**config.mk**
```make
export PLATFORM = sky130hd
export DESIGN_NAME = vns_ctrl
export DESIGN_NICKNAME = d
export VERILOG_FILES = /design/src/hw/rtl/vns_pkg.sv /design/src/hw/rtl/vns_ctrl.sv
export SDC_FILE = /design/constraint.sdc
export NUM_CORES = 1
export LEC_CHECK = 0
export ABC_AREA = 1
export BUFFER_PORTS_ARGS = -buffer_cell sky130_fd_sc_hd__buf_4
export CAP_MARGIN = 20
export CORE_MARGIN = 2
export CORE_UTILIZATION = 49
export DETAILED_ROUTE_END_ITERATION = 10
export GPL_TIMING_DRIVEN = 0
export PLACE_DENSITY = 0.92
export SYNTH_ARGS = -nofsm -noshare
export SYNTH_HDL_FRONTEND = slang
export SYNTH_SLANG_ARGS = --single-unit
```
**constraint.sdc**
```tcl
create_clock -name clk -period 2.55 [get_ports clk]
set_clock_uncertainty 0.2 [all_clocks]
set_input_delay 0.51 -clock clk [delete_from_list [all_inputs] [get_ports clk]]
set_output_delay 0.51 -clock clk [all_outputs]
set_load 0.01 [all_outputs]
```
**src/hw/rtl/vns_pkg.sv**
```systemverilog
// Package for the vertex normal averaging block: widths, codes, controller states.
// No dependencies; every other file but vns_ram imports it.
package vns_pkg;

  localparam int MaxVertices = 1024;
  localparam int IdxW        = $clog2(MaxVertices);
  localparam int PosW        = 24;
  localparam int AccW        = 26;
  localparam int NrmW        = 16;
  localparam int EdgeW       = PosW + 1;
  localparam int CrsW        = 2 * EdgeW + 1;
  localparam int MagW        = 31;
  localparam int SumW        = 62;
  localparam int RootW       = 31;
  localparam int QuoW        = 15;

  localparam logic [NrmW-1:0] OneQ14 = NrmW'(16384);
  localparam logic signed [AccW-1:0] AccMax = AccW'(33554431);
  localparam logic signed [AccW-1:0] AccMin = -AccW'(33554432);

  typedef enum logic [1:0] {
    FUNC_LOAD = 2'd0,
    FUNC_TRI  = 2'd1,
    FUNC_READ = 2'd2,
    FUNC_NONE = 2'd3
  } func_t;

  typedef enum logic [4:0] {
    ST_IDLE,
    ST_RD_A,
    ST_RD_B,
    ST_RD_C,
    ST_EDGE,
    ST_SHRINK,
    ST_CROSS,
    ST_CROSS2,
    ST_ACC_RD,
    ST_ACC_LAT,
    ST_SPLIT,
    ST_SCALE,
    ST_SQUARE,
    ST_SUM,
    ST_ROOT,
    ST_DIV,
    ST_ACC_UPD,
    ST_ACC_WR,
    ST_OUT
  } state_t;

  // Commands from the controller to the datapath.
  typedef struct packed {
    logic       capture;
    logic [1:0] pos_sel;     // 0 reads a, 1 reads b, 2 reads c
    logic       pos_rd;
    logic       pos_wr;
    logic       latch_a;
    logic       latch_b;
    logic       latch_c;
    logic       edge_form;
    logic       shrink;
    logic       cross1;
    logic       cross2;
    logic       vec_from_acc;
    logic       acc_rd;
    logic       split;
    logic       scale;
    logic       square;
    logic       sum;
    logic       root_start;
    logic       root_step;
    logic       div_start;
    logic       div_step;
    logic       acc_wr;
    logic       out_load;
  } cmd_t;

  // Status from the datapath to the controller.
  typedef struct packed {
    func_t      func;
    logic       edge_big;
    logic       vec_zero;
    logic       scale_done;
    logic       root_done;
    logic       div_done;
    logic [1:0] acc_slot;
  } sts_t;

endpackage

```
**src/hw/rtl/vns_ctrl.sv**
```systemverilog
// Controller state machine sequencing the datapath for load, triangle and read.
// Uses vns_pkg.
module vns_ctrl import vns_pkg::*; (
  input  logic clk,
  input  logic rst,
  input  logic in_valid,
  output logic in_ready,
  output logic out_valid,
  input  logic out_ready,
  input  sts_t sts,
  output cmd_t cmd
);
  state_t state, state_next;
  logic [1:0] slot, slot_next;
  logic       ov, ov_next;

  always_ff @(posedge clk) begin
    if (rst) begin
      state <= ST_IDLE;
      slot  <= '0;
      ov    <= 1'b0;
    end else begin
      state <= state_next;
      slot  <= slot_next;
      ov    <= ov_next;
    end
  end

  assign out_valid = ov;

  always_comb begin
    state_next = state;
    slot_next  = slot;
    ov_next    = ov && !out_ready;
    cmd        = '0;
    in_ready   = 1'b0;
    case (state)
      ST_IDLE: begin
        in_ready = 1'b1;
        if (in_valid) begin
          cmd.capture = 1'b1;
          state_next  = ST_RD_A;
        end
      end
      ST_RD_A: begin
        case (sts.func)
          FUNC_LOAD: begin
            cmd.pos_wr = 1'b1;
            state_next = ST_IDLE;
          end
          FUNC_TRI: begin
            cmd.pos_sel = 2'd0;
            state_next  = ST_RD_B;
          end
          FUNC_READ: begin
            cmd.pos_sel = 2'd0;
            state_next  = ST_ACC_LAT;
          end
          default: state_next = ST_IDLE;
        endcase
      end
      ST_RD_B: begin
        cmd.latch_a = 1'b1;
        cmd.pos_sel = 2'd1;
        state_next  = ST_RD_C;
      end
      ST_RD_C: begin
        cmd.latch_b = 1'b1;
        cmd.pos_sel = 2'd2;
        state_next  = ST_EDGE;
      end
      ST_EDGE: begin
        cmd.latch_c = 1'b1;
        state_next  = ST_SHRINK;
      end
      ST_SHRINK: begin
        cmd.edge_form = 1'b1;
        state_next    = ST_CROSS;
      end
      ST_CROSS: begin
        cmd.cross1 = 1'b1;
        state_next = ST_CROSS2;
      end
      ST_CROSS2: begin
        cmd.cross2 = 1'b1;
        state_next = ST_SPLIT;
      end
      ST_ACC_LAT: begin
        cmd.vec_from_acc = 1'b1;
        cmd.split        = 1'b1;
        state_next       = ST_SPLIT;
      end
      ST_SPLIT: begin
        if (sts.func == FUNC_TRI) begin
          cmd.split = 1'b1;
        end
        state_next = ST_SCALE;
      end
      ST_SCALE: begin
        if (sts.vec_zero) begin
          if (sts.func == FUNC_READ) state_next = ST_OUT;
          else state_next = ST_IDLE;
        end else begin
          cmd.scale = 1'b1;
          if (sts.scale_done) state_next = ST_SQUARE;
        end
      end
      ST_SQUARE: begin
        cmd.square = 1'b1;
        state_next = ST_SUM;
      end
      ST_SUM: begin
        cmd.sum        = 1'b1;
        cmd.root_start = 1'b1;
        state_next     = ST_ROOT;
      end
      ST_ROOT: begin
        cmd.root_step = 1'b1;
        if (sts.root_done) begin
          cmd.root_step = 1'b0;
          cmd.div_start = 1'b1;
          state_next    = ST_DIV;
        end
      end
      ST_DIV: begin
        cmd.div_step = 1'b1;
        if (sts.div_done) begin
          cmd.div_step = 1'b0;
          slot_next    = '0;
          if (sts.func == FUNC_READ) state_next = ST_OUT;
          else state_next = ST_ACC_RD;
        end
      end
      ST_ACC_RD: begin
        cmd.pos_sel = slot;
        cmd.acc_rd  = 1'b1;
        state_next  = ST_ACC_UPD;
      end
      ST_ACC_UPD: begin
        cmd.pos_sel = slot;
        state_next  = ST_ACC_WR;
      end
      ST_ACC_WR: begin
        cmd.pos_sel = slot;
        cmd.acc_wr  = 1'b1;
        if (slot == 2'd2) begin
          state_next = ST_IDLE;
        end else begin
          slot_next  = slot + 2'd1;
          state_next = ST_ACC_RD;
        end
      end
      ST_OUT: begin
        if (!ov || out_ready) begin
          cmd.out_load = 1'b1;
          ov_next      = 1'b1;
          state_next   = ST_IDLE;
        end
      end
      default: state_next = ST_IDLE;
    endcase
  end
endmodule

```
### After elaboration in Yosys (flattened, before gate mapping)

Cells that the tools add are included.

| storage, ports and cells | value |
|---|---|
| memories kept | 0 |
| bits in read-only memories | 0 |
| register bits | 8 |
| RAM bits | 0 |
| output and inout bits | 26 |
| bits of input ports | 13 |
| bits in latches | 0 |
| word-level logic and storage cells | 85 |

| cells by class | value |
|---|---|
| order comparisons | 0 |
| multipliers | 0 |
| div/mod/pow operators | 0 |
| shifts and indexed selects | 0 |
| reductions and logical operators | 11 |
| multiplexer cells | 43 |
| bitwise operators | 0 |
| equal/unequal tests | 27 |
| $add $sub $neg | 1 |

Operator list:

| operator | count |
|---|---|
| 5-bit one-hot mux with 18 select lines | 1 |
| 5-bit by 4-bit equality test with 1-bit output, second input constant | 8 |
| 5-bit 2-to-1 mux | 8 |
| 1-bit 2-to-1 mux | 24 |
| 5-bit by 3-bit equality test with 1-bit output, second input constant | 4 |
| 5-bit equality test, second input constant | 3 |
| 5-bit by 2-bit equality test with 1-bit output, second input constant | 2 |
| 2-bit 2-to-1 mux | 5 |
| 2-bit != test, second input constant | 5 |
| 4-bit one-hot mux with 2 select lines | 1 |
| 2-bit one-hot mux with 3 select lines | 1 |
| 5-bit by 1-bit equality test with 1-bit output, second input constant | 1 |
| 5-bit zero test | 1 |
| 5-bit AND reduction | 1 |
| 2-bit equality test, second input constant | 2 |
| 4-bit 2-to-1 mux | 1 |
| 2-bit one-hot mux with 2 select lines | 1 |
| 3-bit != test, second input constant | 1 |
| 3-bit AND reduction | 1 |
| 3-bit OR reduction | 1 |
| 2-bit by 1-bit adder with 2-bit output, second input constant | 1 |
| 2-bit by 1-bit equality test with 1-bit output, second input constant | 1 |
| 1-bit zero test | 2 |
| 2-bit zero test | 1 |
| other kinds (5) | 5 |

### Longest topological paths before layout

Gate-level depths: netlist of run 1.

| logic depth | value |
|---|---|
| word-level depth | 4 |
| depth in mapped cells | 10 |
| mapped depth without buffers | 10 |

### Worst setup path after synthesis of run 1

OpenSTA, ideal clock, no wires.

| timing | value |
|---|---|
| path kind | reg-to-output |
| start point | reg state[4] |
| end point | out cmd[9] in the netlist's numbering |
| stages on the path, launching flop included | 6 |
| buffers on the path | 0 |
| arrival | 1.067 ns |
| data required time | 1.840 ns |
| setup slack | 0.773 ns |
| path through | dfxtp_1 > inv_2 > nand3_1 > nand2_1 > inv_1 > a211oi_1 |

RTL lines:

| what | line | text |
|---|---|---|
| start, declared | vns_ctrl.sv:13 | `state_t state, state_next;` |
| start signal, assigned | vns_ctrl.sv:23 | `state <= state_next;` |
| end, declared | vns_ctrl.sv:11 | `output cmd_t cmd` |

==> run_results.csv, run 1 <==
group,metric,value,unit
sta,setup_viol_count_final,0,
final_layout,area_growth,35.4,%
clock_network,h-tree-depth,1,
global_routing,antenna_found_initial,0,
clock_network,clk_pin_slew,0.06,ns
clock_network,cts_tree,"yes",
floorplanning,dieWidth,44.7,um
route,dr.first_iter.drc_count,25,
setup_path,required,1.84,ns
route,drtAntennaViolNets,0,
clock_network,cts_buffers,3,
setup_path,arrival,1.72,ns
final_layout,final_common_cell,"nand2_1",
clock_network,cts.sinks,8,
clock_network,ctsResizeCount,0,
synth,synthCells,149,
clock_network,clkLatencyLatePin,0.26,ns
clock_network,cts_setup_buffers,0,
synth,synth_area,813,um^2
setup_path,r2r-end,"state[3]",
clock_network,root_buffer,"clkbuf_4",
setup_path,cp-end-kind,"output pin",
power_and_ir_drop,powerDensity,354,nW/um^2
setup_path,crit_start,"state[4]",
setup_path,r2r-start,"state[3]",
sta,fmax,412,MHz
placed_design,dp_slack,0.417,ns
final_layout,antenna_cells,0,
power_and_ir_drop,ir_worst_vdd,334,uV
placed_design,dpl.hpwl,1890,um
synth,synth_edf_count,0,
setup_path,critPathMaxFanout,7,
synth,postSynth.asyncResetShare,0,
sta,timing.final.crit_share,0.952,
floorplanning,coreArea,1520,um^2
power_and_ir_drop,power_switching_share,0.382,
floorplanning,dieArea,2000,um^2
clock_network,clockBufferDepth,2,
sta,rsz0062_at_grt,"no",
global_routing,grt_pass1_vias,889,
power_and_ir_drop,p_leak,0.000653,uW
route,route.detailed.drc,0,
route,routed_wl,2280,um
status,outcome,"complete, no violations",
placed_design,routabilityCongestion,0.881,
power_and_ir_drop,pwr-share-comb,0.373,
hold_path,holdCritStartpoint,"slot[0]",
route,wl_per_cell,11.3,um
sta,whs,0.288,ns
setup_path,r2r.worst_path.cells,8,
hold_path,hold_end,"slot[0]",
hold_path,hold_depth,2,
power_and_ir_drop,p_total,390,uW
route,vias_per_cell,5.19,
global_routing,grt_max_degree,9,
synth,synth-seq-area-share,0.197,
power_and_ir_drop,p_seq_frac,0.368,
synth,yosysWarnings,0,
setup_path,reg2reg_slack,0.89,ns
final_layout,utilization,0.722,
floorplanning,num_rows,14,
sta,report.final.slew_viol_count,0,
synth,synth-seq-cells,8,
sta,post-route-min-period,2.43,ns
setup_path,critPathKind,"reg2out",
final_layout,nets,201,
global_routing,grt_pass1_wl,3480,um
synth,synth_ff_type,"dfxtp_1",
clock_network,hold_buffers,0,
route,dr.pass1.iters,4,
sta,finalSetupTns,0,ns
synth,yosysUniqueCellTypes,24,
final_layout,n_fill_cell,128,
placed_design,portBuffers,32,
hold_path,hold_class,"reg2reg",
route,via_count,1043,
job,cap_viol_max_count,0,
global_routing,grt_overflow,0,
power_and_ir_drop,p_int,241,uW
sta,setup_slack,0.122,ns
power_and_ir_drop,switchingPower,149,uW
setup_path,cp-start-kind,"register",
floorplanning,io_pins,39,
final_layout,drive_above_1_share,0.286,
synth,avgSynthCellArea,5.46,um^2
global_routing,grt_use_total,0.238,
sta,hold_viol_final,0,
power_and_ir_drop,pwr-share-clk,0.258,
final_layout,final_cell_mix,"nand2_1 (37), buf_4 (35), inv_1 (28)",
floorplanning,die_h,44.7,um
floorplanning,start_util,0.534,
## flip-flops by register name, indices dropped and copies added (netlist names)
name and count:
state 5, slot 2, out_valid 1
## metrics by stage
step                cells  instance area [um^2]
floorplan             150                   817
global placement      198                  1080
detailed placement    198                  1080
CTS                   201                  1100
global route          201                  1100
finish                201                  1100
## layout make-up
cell class	count	area, um^2	area share
Buffer	4	26.3	0.0239
Sequential cell	8	161	0.147
Inverter	32	120	0.109
Clock buffer	3	22.5	0.0205
Timing Repair Buffer	32	240	0.218
Tap cell	16	20.0	0.0182
Multi-Input combinational cell	106	510	0.464
## synth_stat cells (2+ instances only)
cell     instances  share of area
o21ai_1          2          0.012
a21oi_1          7          0.043
nor2_4           2          0.028
nor2_1          24           0.11
inv_2            4          0.018
nand3_1         10          0.062
nor3_1           3          0.018
nand2_1         37           0.17
dfxtp_1          8           0.20
o21ai_0          4          0.025
nor2_2           4          0.031
buf_4            3          0.028
nand3_2          2          0.025
inv_1           28           0.13
nand4_1          2          0.015
## logic make-up (layout without fill, tap and decap cells)
logic type | Yosys count | after routing | share of synthesized area
AOI/OAI and AO/OA | 17 | 17 | 0.120
buffers and inverters | 36 | 71 | 0.180
other | 1 | 2 | 0.00461
and+or+nand+nor | 86 | 86 | 0.483
DFF | 8 | 8 | 0.197
adders and majority gates | 1 | 1 | 0.0154
## worst max-delay path by stage
stage,end,slack (ns),depth (start not counted)
after global placement,cmd[22],0.47,8
after global routing,cmd[22],0.06,8
after detailed placement,cmd[22],0.42,8
after floorplan,cmd[9],0.77,5
final,cmd[22],0.12,8
after CTS,cmd[22],0.13,8
## power by group through the flow
| stage | clock network, uW | logic, uW | registers [uW] |
|---|---|---|---|
| 2_1_floorplan | 0 | 94.6 | 142 |
| 3_3_place_gp | 0 | 139 | 144 |
| 3_5_place_dp | 0 | 143 | 145 |
| 4_1_cts | 100 | 143 | 142 |
| 5_1_grt | 102 | 160 | 144 |
| 6_report | 101 | 146 | 144 |
## critical path, cell delays in order (launching register included)
cell and delay [ns]:
dfxtp_1 0.43, inv_2 0.12, nand3_2 0.12, inv_1 0.07, nand2_1 0.12, nand2_1 0.09
o21ai_0 0.23, o21ai_0 0.13, buf_4 0.16
## routing by layer
metal  share of wire  GRT usage  up-vias
met1            0.43      0.288      466
met3           0.050     0.0160        7
met2            0.49      0.406       43
met4           0.025      0.152        0
met5               0          0        -
li1                -          -      527
Note: power is estimated with default switching activity, not from simulation.
==> run 2, diff against run 1 <==
CORE_UTILIZATION = 50   (was 49)
CTS_BUF_LIST = sky130_fd_sc_hd__clkbuf_4 sky130_fd_sc_hd__clkbuf_8   (was default)
PLACE_DENSITY = 0.94   (was 0.92)
==> run 2 against run 1 <==
Against the previous run: power increased by 0.42%; global-route usage down 0.16 points; sequential power about the same.
==> run_results.csv, run 2 (synthesized netlist as in run 1, its figures left out) <==
group,metric,value,unit
route,drtAntennaViolNets,0,
clock_network,clkLatencyLatePin,0.26,ns
final_layout,multi_input_area,510,um^2
final_layout,antenna_cells,0,
route,dr.pass1.iters,4,
sta,rsz0062_at_grt,"no",
final_layout,largest_reg_flops,5,
clock_network,clockBufferDepth,2,
setup_path,r2r.worst_path.cells,8,
global_routing,grt_max_degree,9,
global_routing,grt_use_total,0.236,
setup_path,arrival,1.68,ns
route,via_count,1040,
placed_design,dpl.hpwl,1880,um
final_layout,final_common_cell,"nand2_1",
power_and_ir_drop,powerDensity,356,nW/um^2
sta,finalSetupTns,0,ns
clock_network,ctsResizeCount,0,
floorplanning,coreArea,1520,um^2
setup_path,required,1.84,ns
power_and_ir_drop,p_leak,0.000653,uW
setup_path,crit_path_top_delay_cell,"dfxtp_1",
floorplanning,io_pins,39,
floorplanning,dieWidth,44.3,um
sta,timing.final.crit_share,0.938,
global_routing,grt_pass1_vias,891,
clock_network,clk_pin_slew,0.06,ns
sta,setup_viol_count_final,0,
global_routing,grt_pass1_wl,3440,um
clock_network,root_buffer,"clkbuf_4",
setup_path,crit_family,"flip-flops",
setup_path,path_depth,8,
status,outcome,"complete, no violations",
placed_design,portBuffers,32,
setup_path,r2r-end,"state[0]",
placed_design,routabilityCongestion,0.872,
setup_path,cp-start-kind,"register",
final_layout,drive_above_1_share,0.286,
setup_path,reg2reg_slack,0.87,ns
final_layout,top_register,"state",
route,dr.first_iter.drc_count,28,
setup_path,crit_buf_inv,3,
power_and_ir_drop,p_total,392,uW
setup_path,cp-end-kind,"output pin",
setup_path,crit_start,"state[2]",
clock_network,cts_tree,"yes",
sta,post-route-min-period,2.39,ns
final_layout,final_cell_mix,"nand2_1 (37), buf_4 (35), inv_1 (28)",
final_layout,n_fill_cell,123,
placed_design,placedCellCount,198,
job,cap_viol_max_count,0,
clock_network,cts_setup_buffers,0,
final_layout,seqCellArea,161,um^2
global_routing,antenna_found_initial,0,
floorplanning,start_util,0.534,
hold_path,hold_class,"reg2reg",
sta,fmax,418,MHz
sta,report.final.slew_viol_count,0,
route,routed_wl,2230,um
floorplanning,num_rows,14,
setup_path,critPathMaxFanout,5,
final_layout,final_cells,201,
route,wl_per_cell,11.1,um
route,vias_per_cell,5.17,
clock_network,cts_buffers,3,
route,route.detailed.drc,0,
final_layout,area_growth,35.4,%
clock_network,hold_buffers,0,
global_routing,grt_overflow,0,
setup_path,path_cells,"inv_1 > nand2_1 > inv_1 > nand2_1 > nand2_1 > o21ai_0 > o21ai_0 > buf_4",
clock_network,h-tree-depth,1,
floorplanning,dieArea,1970,um^2
floorplanning,die_h,44.3,um
setup_path,r2r-start,"state[3]",
final_layout,nets,201,
clock_network,cts.sinks,8,
sta,hold_viol_final,0,
power_and_ir_drop,ir_worst_vdd,385,uV
setup_path,crit_top_cell,"nand2_1",
setup_path,cp_slowest_stage_delay,0.45,ns
setup_path,crit_path_end,"cmd[22]",
setup_path,critPathKind,"reg2out",
[run 2: cell type report]
class / count / area share
tap: 16 / 0.0182
sequential: 8 / 0.147
multi-input combinational: 106 / 0.464
buffer: 4 / 0.0239
timing repair buffer: 32 / 0.218
clock buffer: 3 / 0.0205
inverter: 32 / 0.109
[run 2: where the power goes]
part	internal (uW)	total, uW	switching [uW]
Sequential	132	143	11.2
Combinational	55.2	145	90.3
Clock	54.3	103	48.9
Total	241	392	150
[run 2: per-layer routing]
layer	track usage	up-vias	routed length [um]	share of wire
li1	-	532	-	-
met2	0.444	50	1130	0.51
met3	0.0122	5	187	0.084
met5	0	-	0	0
met1	0.271	453	874	0.39
met4	0.109	0	38	0.017
[run 2: through the flow]
stage	worst slack [ns]	hold slack [ns]	area, um^2	utilization
after floorplan	0.773	0.253	817	-
after global placement	0.465	0.266	1080	0.707
after detailed placement	0.415	0.289	1080	0.707
after CTS	0.128	0.297	1100	0.722
after global routing	0.0446	0.306	1100	0.722
final	0.158	0.290	1100	0.722
[run 2: worst reg2reg max path, delay by kind of cell (launching register included)]
family | cells | cell delay, ns
compound gates | 1 | 0.14
simple gates | 6 | 0.68
buf+inv | 1 | 0.12
flops | 1 | 0.47
[run 2: worst min-delay path by stage]
stage / depth (start not counted) / slack (ns) / endpoint / start
2_1_floorplan: 2 / 0.25 / slot[0] / slot[0]
3_3_place_gp: 2 / 0.27 / slot[0] / slot[0]
3_5_place_dp: 2 / 0.29 / slot[1] / slot[1]
4_1_cts: 2 / 0.30 / slot[1] / slot[1]
5_1_grt: 2 / 0.31 / slot[0] / slot[0]
6_report: 2 / 0.29 / slot[0] / slot[0]
==> run 3, diff against run 2 <==
CORE_MARGIN = 1.5   (was 2)
==> run 3 against run 2 <==
Against the previous run: cell count did not move; fmax fell by 1.9%; utilization rose by 0.76 points; sequential share of layout area fell by 0.097 points; die area fell by 4.5%; global-route usage rose by 4.6 points; non-clock buffer count did not move; critical path depth did not move; power fell by 1.4%; worst hold slack got worse by 0.0050 ns; clock power fell by 5%; sequential power barely moved.
==> run_results.csv, run 3 (synthesized netlist as in run 1, its figures left out) <==
group,metric,value,unit
status,outcome,"complete, no violations",
clock_network,hold_buffers,0,
route,drtAntennaViolNets,0,
sta,whs,0.285,ns
clock_network,clk_pin_slew,0.05,ns
final_layout,largest_reg_flops,5,
clock_network,cts.sinks,8,
final_layout,drive_above_1_share,0.281,
global_routing,antenna_found_initial,0,
floorplanning,num_rows,14,
setup_path,cp-end-kind,"output pin",
route,routed_wl,2410,um
route,dr.pass1.iters,4,
setup_path,cp-start-kind,"register",
setup_path,required,1.84,ns
clock_network,clkLatencyLatePin,0.26,ns
sta,hold_viol_final,0,
route,dr.first_iter.drc_count,54,
setup_path,critPathMaxFanout,6,
route,wl_per_cell,12.0,um
setup_path,r2r.worst_path.cells,7,
floorplanning,coreArea,1510,um^2
sta,report.final.slew_viol_count,0,
hold_path,hold_depth,2,
final_layout,top_register,"state",
final_layout,stdcell_area,1100,um^2
floorplanning,start_util,0.540,
placed_design,postPlaceCellArea,1080,um^2
placed_design,routabilityCongestion,0.889,
global_routing,use_met1,0.356,
global_routing,grtUsageMet2,0.504,
global_routing,grt_overflow,0,
placed_design,portBuffers,32,
clock_network,h-tree-depth,1,
final_layout,final_common_cell,"nand2_1",
route,via_count,1071,
clock_network,clockBufferDepth,2,
sta,timing.final.crit_share,0.956,
floorplanning,dieWidth,43.3,um
final_layout,final_cell_mix,"nand2_1 (37), buf_4 (35), inv_1 (28)",
job,cap_viol_max_count,0,
route,route.detailed.drc,0,
route,vias_per_cell,5.33,
global_routing,grt_pass1_wl,4070,um
floorplanning,die_h,43.3,um
sta,rsz0062_at_grt,"no",
global_routing,grt_max_degree,9,
sta,post-route-min-period,2.44,ns
final_layout,antenna_cells,0,
clock_network,cts_setup_buffers,0,
floorplanning,dieArea,1880,um^2
final_layout,area_growth,35.2,%
sta,setup_viol_count_final,0,
placed_design,dpl.hpwl,1930,um
global_routing,busiest_layer,"met2",
global_routing,grt_use_total,0.283,
power_and_ir_drop,ir_worst_vdd,235,uV
setup_path,arrival,1.73,ns
clock_network,cts_buffers,3,
clock_network,root_buffer,"clkbuf_4",
power_and_ir_drop,powerDensity,351,nW/um^2
clock_network,ctsResizeCount,0,
global_routing,grt_pass1_vias,945,
final_layout,n_fill_cell,129,
setup_path,critPathKind,"reg2out",
global_routing,grt_use_met3,0.0250,
hold_path,hold_class,"reg2reg",
clock_network,cts_tree,"yes",
final_layout,nets,201,
floorplanning,io_pins,39,
power_and_ir_drop,p_leak,0.000653,uW
sta,fmax,410,MHz
sta,finalSetupTns,0,ns
-- run 3: metrics by stage --
stage | setup slack (ns) | util | instances | power [uW]
final | 0.112 | 0.730 | 201 | 386
after global routing | 0.00418 | 0.730 | 201 | 411
after CTS | 0.167 | 0.730 | 201 | 383
after detailed placement | 0.449 | 0.715 | 198 | 286
after global placement | 0.458 | 0.715 | 198 | 282
after floorplan | 0.773 | - | 150 | 236
-- run 3: power by group --
group          internal (uW)  switching (uW)
sequential               131            11.6
clock                   53.9            44.1
combinational           55.1            90.1
-- run 3: area by class of cell --
cell class | instances | area (um^2) | share of cell area
plain buffers | 4 | 26.3 | 0.0239
clock buffers | 3 | 22.5 | 0.0205
multi-input cells | 106 | 510 | 0.464
repair buffers | 32 | 240 | 0.218
well taps | 16 | 20.0 | 0.0182
flip-flops and latches | 8 | 160 | 0.146
inverters | 32 | 120 | 0.109
-- run 3: worst max-delay path, stage by stage, from the launching register on --
cell and delay [ns]:
dfxtp_1 0.47, inv_1 0.14, nand3_2 0.12, inv_1 0.07, nand2_1 0.11, nand2_1 0.09, o21ai_0 0.21, o21ai_0 0.12
buf_4 0.15
-- run 3: metal layers --
metal / vias to the layer above / routed length [um]
li1: 528 / -
met1: 480 / 995
met2: 56 / 1200
met3: 7 / 182
met4: 0 / 35
met5: - / 0
-- run 3: final timing paths --
| check | from | slack (ns) | endpoint |
|---|---|---|---|
| min | slot[0] | 0.28 | slot[0] |
| max | state[0] | 0.11 | cmd[22] |
| max reg2reg | state[3] | 0.81 | state[2] |
| min reg2reg | slot[0] | 0.28 | slot[0] |
